--- src/rtl/core/cmls_pkg.sv ---
// cmls_pkg: shared types and constants of the conflict marker line scanner
// holds the per-line state struct, the result struct and the character codes
// no dependencies
package cmls_pkg;

    localparam logic [2:0] RUN_MIN   = 3'd7;
    localparam logic [2:0] LABEL_LEN = 3'd7;

    localparam logic [7:0] CH_CR    = 8'h0D;
    localparam logic [7:0] CH_LF    = 8'h0A;
    localparam logic [7:0] CH_SPACE = 8'h20;
    localparam logic [7:0] CH_LT    = 8'h3C;
    localparam logic [7:0] CH_GT    = 8'h3E;
    localparam logic [7:0] CH_BAR   = 8'h7C;
    localparam logic [7:0] CH_EQ    = 8'h3D;
    localparam logic [7:0] CH_PLUS  = 8'h2B;
    localparam logic [7:0] CH_MINUS = 8'h2D;

    localparam logic [2:0] KIND_NONE  = 3'd0;
    localparam logic [2:0] KIND_LT    = 3'd1;
    localparam logic [2:0] KIND_GT    = 3'd2;
    localparam logic [2:0] KIND_BAR   = 3'd3;
    localparam logic [2:0] KIND_EQ    = 3'd4;
    localparam logic [2:0] KIND_PLUS  = 3'd5;
    localparam logic [2:0] KIND_MINUS = 3'd6;
    localparam logic [2:0] KIND_OTHER = 3'd7;

    typedef struct packed {
        logic [2:0] kind;
        logic [2:0] run_len;
        logic       in_run;
        logic [2:0] label_len;
        logic       label_ok;
        logic       held_cr;
        logic       any_marker;
    } t_line_state;

    typedef struct packed {
        logic line_done;
        logic line_is_marker;
        logic file_has_marker;
        logic file_done;
    } t_result;

    localparam t_line_state LINE_RESET = '{
        kind:       KIND_NONE,
        run_len:    3'd0,
        in_run:     1'b0,
        label_len:  3'd0,
        label_ok:   1'b1,
        held_cr:    1'b0,
        any_marker: 1'b0
    };

endpackage

--- src/rtl/core/cmls_line_eval.sv ---
// cmls_line_eval: next-state and result logic for one byte of the scanner
// covers held return, leading run, label check and line judgment
// depends on cmls_pkg
module cmls_line_eval (
    input  cmls_pkg::t_line_state i_state,
    input  logic [7:0]            i_byte,
    input  logic                  i_last,
    output cmls_pkg::t_line_state o_state,
    output cmls_pkg::t_result     o_result
);

    function automatic logic [2:0] kind_of(logic [7:0] c);
        case (c)
            cmls_pkg::CH_LT:    return cmls_pkg::KIND_LT;
            cmls_pkg::CH_GT:    return cmls_pkg::KIND_GT;
            cmls_pkg::CH_BAR:   return cmls_pkg::KIND_BAR;
            cmls_pkg::CH_EQ:    return cmls_pkg::KIND_EQ;
            cmls_pkg::CH_PLUS:  return cmls_pkg::KIND_PLUS;
            cmls_pkg::CH_MINUS: return cmls_pkg::KIND_MINUS;
            default:            return cmls_pkg::KIND_OTHER;
        endcase
    endfunction

    // expected label text after a + or - run
    function automatic logic [7:0] label_ref(logic is_base, logic [2:0] i);
        case (i)
            3'd0:    return 8'h20;                   // space
            3'd1:    return is_base ? 8'h42 : 8'h53; // B / S
            3'd2:    return is_base ? 8'h61 : 8'h69; // a / i
            3'd3:    return is_base ? 8'h73 : 8'h64; // s / d
            3'd4:    return 8'h65;                   // e
            3'd5:    return 8'h20;                   // space
            3'd6:    return 8'h23;                   // #
            default: return 8'h00;
        endcase
    endfunction

    function automatic cmls_pkg::t_line_state label_char(cmls_pkg::t_line_state s,
                                                         logic [7:0] c);
        cmls_pkg::t_line_state r;
        r = s;
        case (s.kind)
            cmls_pkg::KIND_LT, cmls_pkg::KIND_GT, cmls_pkg::KIND_BAR: begin
                if (s.label_len == 3'd0 && c != cmls_pkg::CH_SPACE) r.label_ok = 1'b0;
            end
            cmls_pkg::KIND_PLUS, cmls_pkg::KIND_MINUS: begin
                if (s.label_len < cmls_pkg::LABEL_LEN &&
                    c != label_ref(s.kind == cmls_pkg::KIND_MINUS, s.label_len))
                    r.label_ok = 1'b0;
            end
            default: begin
                r.label_ok = 1'b0;
            end
        endcase
        if (s.label_len < cmls_pkg::LABEL_LEN) r.label_len = s.label_len + 3'd1;
        return r;
    endfunction

    function automatic cmls_pkg::t_line_state content_char(cmls_pkg::t_line_state s,
                                                           logic [7:0] c);
        cmls_pkg::t_line_state r;
        logic [2:0]            k;
        r = s;
        k = kind_of(c);
        if (s.kind == cmls_pkg::KIND_NONE) begin
            r.kind    = k;
            r.run_len = 3'd1;
            r.in_run  = 1'b1;
        end else if (s.in_run && k == s.kind && s.kind != cmls_pkg::KIND_OTHER) begin
            if (s.run_len < cmls_pkg::RUN_MIN) r.run_len = s.run_len + 3'd1;
        end else if (s.in_run && s.kind == cmls_pkg::KIND_OTHER) begin
            r.in_run   = 1'b0;
            r.label_ok = 1'b0;
        end else begin
            if (s.in_run) begin
                r.in_run = 1'b0;
                if (s.run_len < cmls_pkg::RUN_MIN) r.label_ok = 1'b0;
            end
            r = label_char(r, c);
        end
        return r;
    endfunction

    function automatic logic judge_line(cmls_pkg::t_line_state s);
        if (s.kind == cmls_pkg::KIND_NONE || s.kind == cmls_pkg::KIND_OTHER) return 1'b0;
        if (s.run_len < cmls_pkg::RUN_MIN || !s.label_ok) return 1'b0;
        if (s.kind == cmls_pkg::KIND_PLUS || s.kind == cmls_pkg::KIND_MINUS)
            return !s.in_run && s.label_len >= cmls_pkg::LABEL_LEN;
        return 1'b1;
    endfunction

    always_comb begin
        cmls_pkg::t_line_state s;
        logic                  done;
        logic                  marker;
        s      = i_state;
        done   = 1'b0;
        marker = 1'b0;

        // a held return that is not followed by newline is line content
        if (s.held_cr) begin
            s.held_cr = 1'b0;
            if (i_byte != cmls_pkg::CH_LF) s = content_char(s, cmls_pkg::CH_CR);
        end

        if (i_byte == cmls_pkg::CH_LF) begin
            done = 1'b1;
        end else if (i_byte == cmls_pkg::CH_CR) begin
            s.held_cr = 1'b1;
        end else begin
            s = content_char(s, i_byte);
        end

        if (i_last) done = 1'b1;

        if (done) begin
            marker = judge_line(s);
            if (marker) s.any_marker = 1'b1;
        end

        o_result.line_done       = done;
        o_result.line_is_marker  = marker;
        o_result.file_has_marker = s.any_marker;
        o_result.file_done       = i_last;

        if (done) begin
            s.kind      = cmls_pkg::LINE_RESET.kind;
            s.run_len   = cmls_pkg::LINE_RESET.run_len;
            s.in_run    = cmls_pkg::LINE_RESET.in_run;
            s.label_len = cmls_pkg::LINE_RESET.label_len;
            s.label_ok  = cmls_pkg::LINE_RESET.label_ok;
            s.held_cr   = cmls_pkg::LINE_RESET.held_cr;
        end
        if (i_last) s = cmls_pkg::LINE_RESET;
        o_state = s;
    end

endmodule

--- src/rtl/core/conflict_marker_line_scanner.sv ---
// conflict_marker_line_scanner: flags conflict marker lines in a byte stream
// depends on cmls_pkg and cmls_line_eval
// each byte passes through the input register, then the result register
// throughput: one byte per cycle while the result channel is not stalled,
// set by the single line-state update per byte
// reset: synchronous active-low i_rst_n empties both registers and clears state
module conflict_marker_line_scanner (
    input  logic       i_clk,
    input  logic       i_rst_n,
    // input channel
    input  logic       i_in_valid,
    output logic       o_in_ready,
    input  logic [7:0] i_byte_in,
    input  logic       i_last_byte,
    // result channel
    output logic       o_out_valid,
    input  logic       i_out_ready,
    output logic       o_line_done,
    output logic       o_line_is_marker,
    output logic       o_file_has_marker,
    output logic       o_file_done
);

    // input register
    logic       r_in_valid;
    logic [7:0] r_in_byte;
    logic       r_in_last;

    // per-line scan state, updated once per byte that moves to the result stage
    cmls_pkg::t_line_state r_state;
    cmls_pkg::t_line_state n_state;

    // result register
    logic              r_out_valid;
    cmls_pkg::t_result r_out;
    cmls_pkg::t_result n_out;

    logic advance;

    // the byte in the input register moves on whenever the result slot is
    // free or being drained this cycle
    assign advance    = r_in_valid && (!r_out_valid || i_out_ready);
    assign o_in_ready = !r_in_valid || advance;

    always_ff @(posedge i_clk) begin
        if (!i_rst_n) begin
            r_in_valid <= 1'b0;
        end else if (o_in_ready) begin
            r_in_valid <= i_in_valid;
        end
    end

    // payload needs no reset
    always_ff @(posedge i_clk) begin
        if (o_in_ready && i_in_valid) begin
            r_in_byte <= i_byte_in;
            r_in_last <= i_last_byte;
        end
    end

    cmls_line_eval u_eval (
        .i_state  (r_state),
        .i_byte   (r_in_byte),
        .i_last   (r_in_last),
        .o_state  (n_state),
        .o_result (n_out)
    );

    always_ff @(posedge i_clk) begin
        if (!i_rst_n) begin
            r_state <= cmls_pkg::LINE_RESET;
        end else if (advance) begin
            r_state <= n_state;
        end
    end

    always_ff @(posedge i_clk) begin
        if (!i_rst_n) begin
            r_out_valid <= 1'b0;
        end else if (advance) begin
            r_out_valid <= 1'b1;
        end else if (i_out_ready) begin
            r_out_valid <= 1'b0;
        end
    end

    always_ff @(posedge i_clk) begin
        if (advance) begin
            r_out <= n_out;
        end
    end

    assign o_out_valid       = r_out_valid;
    assign o_line_done       = r_out.line_done;
    assign o_line_is_marker  = r_out.line_is_marker;
    assign o_file_has_marker = r_out.file_has_marker;
    assign o_file_done       = r_out.file_done;

    // a marker is only reported on a closed line
    a_marker_closes_line: assert property (@(posedge i_clk) disable iff (!i_rst_n)
        o_out_valid && o_line_is_marker |-> o_line_done)
        else $error("marker reported on an open line");

    // a marker line always shows in the sticky file flag
    a_marker_sets_flag: assert property (@(posedge i_clk) disable iff (!i_rst_n)
        o_out_valid && o_line_is_marker |-> o_file_has_marker)
        else $error("sticky flag missing for marker line");

    // the last byte of a file always closes its line
    a_file_end_closes_line: assert property (@(posedge i_clk) disable iff (!i_rst_n)
        o_out_valid && o_file_done |-> o_line_done)
        else $error("file end without line close");

    // after the last byte the scan state is back to idle for the next file
    a_file_end_clears: assert property (@(posedge i_clk) disable iff (!i_rst_n)
        advance && r_in_last |=> r_state == cmls_pkg::LINE_RESET)
        else $error("state not cleared after file end");

endmodule
--- config.mk ---
export PLATFORM = sky130hd
export DESIGN_NAME = conflict_marker_line_scanner
export DESIGN_NICKNAME = d
export VERILOG_FILES = /design/src/rtl/core/cmls_pkg.sv /design/src/rtl/core/cmls_line_eval.sv /design/src/rtl/core/conflict_marker_line_scanner.sv
export SDC_FILE = /design/constraint.sdc
export NUM_CORES = 1
export LEC_CHECK = 0
export BUFFER_PORTS_ARGS = -buffer_cell sky130_fd_sc_hd__buf_2
export CORE_MARGIN = 4
export CORE_UTILIZATION = 40
export DETAILED_ROUTE_END_ITERATION = 6
export PLACE_DENSITY = 0.62
export SLEW_MARGIN = 30
export SYNTH_ARGS = -nofsm -noshare
export SYNTH_HDL_FRONTEND = slang
export SYNTH_SLANG_ARGS = --single-unit
--- constraint.sdc ---
create_clock -name i_clk -period 5.67 [get_ports i_clk]
set_input_delay 0 -clock i_clk [delete_from_list [all_inputs] [get_ports i_clk]]
set_output_delay 0 -clock i_clk [all_outputs]
set_load 0.02 [all_outputs]
==> summary.txt <==
RUN STATUS
-----------------------------------------------------------------------------------------
Result of the run                                                               completed

GLOBAL ROUTE
-----------------------------------------------------------------------------------------
Global-route met3 utilization                                                      0.0184
Busiest layer in global routing                                                      met2
Pin count of the biggest net entering global routing                                   19
Global-route usage over all layers                                                  0.173
Number of global-route vias before repair                                            2129
GRT Residual Overflow                                                                   0
Initial antenna violation count                                                         0
Global-route wire length before repair                                            10.4 mm
GRT met2 Usage                                                                      0.273
Met1 Usage GRT                                                                      0.246

CLOCK NETWORK
-----------------------------------------------------------------------------------------
TritonCTS clock tree                                                                built
CTS max path bufs                                                                       2
CTS H-tree lvls                                                                         1
Clock sink count                                                                       28
Number of buffers created by CTS                                                        3
Buffer type at the clock tree root                                           sky130_fd_sc_hd__clkbuf_8
Total setup buffers inserted after CTS                                                  0
Clk_lat worst skew                                                                0.28 ns
Clk slew on worst S/H paths                                                       0.10 ns
Post-cts gate resize count                                                              0

YOSYS
-----------------------------------------------------------------------------------------
Mean area per synthesized cell                                                  8.24 um^2
Area fraction of the dominant cell type after synthesis                             0.165
Count of yosys warnings during synthesis                                                0
Number of flops mapped to enable cells by yosys                                        13
Library cell occupying the most area in the post-synthesis netlist           sky130_fd_sc_hd__edfxtp_1
Area of the mapped netlist                                                   0.00237 mm^2
Top_reg_cell synth                                                           sky130_fd_sc_hd__dfxtp_1
Proportion of register bits with asynchronous set or reset after synthesis              0
Distinct cell type count after synthesis                                               68
Net Count, Synth                                                                      310
Part of the Yosys area used for sequential elements                                 0.291
Biggest area contributors in the synthesized netlist                         sky130_fd_sc_hd__edfxtp_1 (16%), sky130_fd_sc_hd__dfxtp_1 (13%), sky130_fd_sc_hd__ha_1 (4.7%), sky130_fd_sc_hd__nand2_1 (4.1%), sky130_fd_sc_hd__nor2_1 (3.6%)
Post-synthesis cell count                                                             288
Register bit count reported by yosys                                                   28

DETAILED ROUTING
-----------------------------------------------------------------------------------------
DR WL/cell                                                                        15.9 um
Violation count after the first detailed-route iteration                              258
Via density                                                                          5.92
Residual DRC count                                                                      0
Wire length after detailed routing                                                5.98 mm
Number of nets still failing antenna checks after routing                               0
DRT Pass-1 Iters                                                                        4
Vias                                                                                 2221

TIMING
-----------------------------------------------------------------------------------------
Fmax achieved                                                                   0.223 GHz
Post-layout min period                                                            4.49 ns
Setup repair after global routing missed its margin                                 false
Relative slew margins                                                               0.508
Total count of max-transition violations in the final report                            0
Total Neg Setup Slack                                                                0 ns
Measured slew at the worst slew-check pin                                        0.733 ns
Worst clock skew                                                               0.00349 ns
Hold Violations, Final                                                                  0
Final cycle utilization of the critical path                                        0.792
Final setup viols                                                                       0

CRITICAL PATH
-----------------------------------------------------------------------------------------
Worst Setup Path Type                                                          reg -> reg
Kind of launch point of the worst setup path                                    flip-flop
Data arrival time at the worst-slack endpoint                                     4.65 ns
Kind of end point of the critical path                                          flip-flop
Critical path fanouts, max                                                              9
Data required time at the worst endpoint                                          5.83 ns

PLACEMENT
-----------------------------------------------------------------------------------------
Final HPWL DP                                                                     4.39 mm
Total of buffers placed on input and output ports                                      18
Final estimated routing congestion in global placement                              0.909

FLOORPLAN
-----------------------------------------------------------------------------------------
CORE AREA                                                                    0.00564 mm^2
Height of the die                                                                 85.0 um
Row count                                                                              27
Die width                                                                         85.0 um
Initial Util                                                                        0.420
Die ar.                                                                      0.00723 mm^2
Number of I/O pins                                                                     19

FINISH
-----------------------------------------------------------------------------------------
Fraction of layout instances using a drive strength above 1                         0.132
Antenna Cells                                                                           0
Final-stage net count                                                                 326
Commonest cells after routing, fill and taps aside                           sky130_fd_sc_hd__nand2_1 (26), sky130_fd_sc_hd__nor2_1 (23), sky130_fd_sc_hd__buf_2 (18)
Area growth, synth to finish                                                        8.65%
Most common cell after layout, fill and taps aside                           sky130_fd_sc_hd__nand2_1

HOLD PATH
-----------------------------------------------------------------------------------------
Class of the tightest hold or removal check                                     in -> reg

POWER AND IR DROP
-----------------------------------------------------------------------------------------
Power Density                                                                 178 mW/mm^2
Total power                                                                      0.459 mW
Maximum VDD drop                                                                 0.108 mV
LEAKAGE                                                                          0.890 nW

FLOW RUN
-----------------------------------------------------------------------------------------
Max Cap Violations                                                                      0

[worst paths after layout]
kind,startpoint,slack (ns),to,depth (start not counted)
min,i_rst_n,0.01,r_state[2],2
min reg2reg,r_state[0],0.52,r_state[0],1
max reg2reg,r_in_byte[6],1.18,o_file_has_marker,17
max,r_in_byte[6],1.18,o_file_has_marker,17
[area by class of cell]
type                            instances  area, um^2
Fill cell                             543        3060
Inverter                               13        48.8
Multi-Input combinational cell        230        1500
Clock buffer                            4        55.1
Sequential cell                        28         691
Tap cell                               72        90.1
Timing Repair Buffer                   28         190
[metal layers]
layer | share of wire | vias up | wire length, um
met5 | 0 | - | 0
met4 | 0.025 | 0 | 150
met3 | 0.039 | 19 | 236
met2 | 0.45 | 69 | 2700
met1 | 0.48 | 1042 | 2890
li1 | - | 1091 | -
[metrics by stage]
step / setup slack, ns / utilization / cell area, um^2 / instances / hold slack [ns]
floorplan: 1.71 / - / 2370 / 288 / 0.0989
global placement: 1.36 / 0.429 / 2420 / 361 / 0.177
detailed placement: 1.17 / 0.429 / 2420 / 361 / 0.178
CTS: 1.17 / 0.457 / 2580 / 375 / 0.0162
global route: 0.739 / 0.457 / 2580 / 375 / 0.0357
finish: 1.18 / 0.457 / 2580 / 375 / 0.0124
[timing repair]
item,CTS,global route
hold endpoints to repair,10,0
setup endpoints to repair,0,0
hold buffers,10,0
[power breakdown]
part | internal [mW] | switching [mW] | total (mW)
clock | 0.0624 | 0.0650 | 0.127
sequential | 0.220 | 0.0147 | 0.235
combinational | 0.0419 | 0.0542 | 0.0961
[synthesized netlist by cell type, drive strengths merged (7+ instances only)]
master	count
nor2b	12
and2	7
edfxtp	13
nor3	15
inv	13
xnor2	8
dfxtp	15
nand2	26
ha	9
nand4	9
nor2	25
nand2b	8
clkbuf	12
o21ai	16
a21oi	13
[registers in the layout, indices dropped and copies added (netlist names)]
name / cells
r_state: 13
r_in_byte: 8
o_file_done: 1
o_file_has_marker: 1
o_line_done: 1
o_line_is_marker: 1
o_out_valid: 1
r_in_last: 1
r_in_valid: 1
[worst max-delay path, stage by stage (launching register included)]
cell and delay, ns:
sky130_fd_sc_hd__edfxtp_1 0.52, sky130_fd_sc_hd__or4b_4 0.59, sky130_fd_sc_hd__o31ai_4 0.39, sky130_fd_sc_hd__nor2_2 0.16, sky130_fd_sc_hd__o21ai_0 0.40, sky130_fd_sc_hd__inv_1 0.12, sky130_fd_sc_hd__ha_1 0.22, sky130_fd_sc_hd__ha_1 0.23
sky130_fd_sc_hd__inv_1 0.07, sky130_fd_sc_hd__nor2_1 0.06, sky130_fd_sc_hd__a211oi_1 0.23, sky130_fd_sc_hd__xor2_1 0.17, sky130_fd_sc_hd__nand4_1 0.10, sky130_fd_sc_hd__o41a_1 0.46, sky130_fd_sc_hd__o21ai_2 0.18, sky130_fd_sc_hd__nor2_1 0.07
sky130_fd_sc_hd__nor3_1 0.24, sky130_fd_sc_hd__or2_1 0.14
[logic make-up after synthesis]
group,after synthesis,synth area share
simple gates,132,0.305
compound gates,75,0.228
buf+inv,30,0.0754
flops,28,0.291
xor+xnor,11,0.0406
fa+ha+maj,9,0.0475
mux,3,0.0127
(Power assumes the default switching activity.)
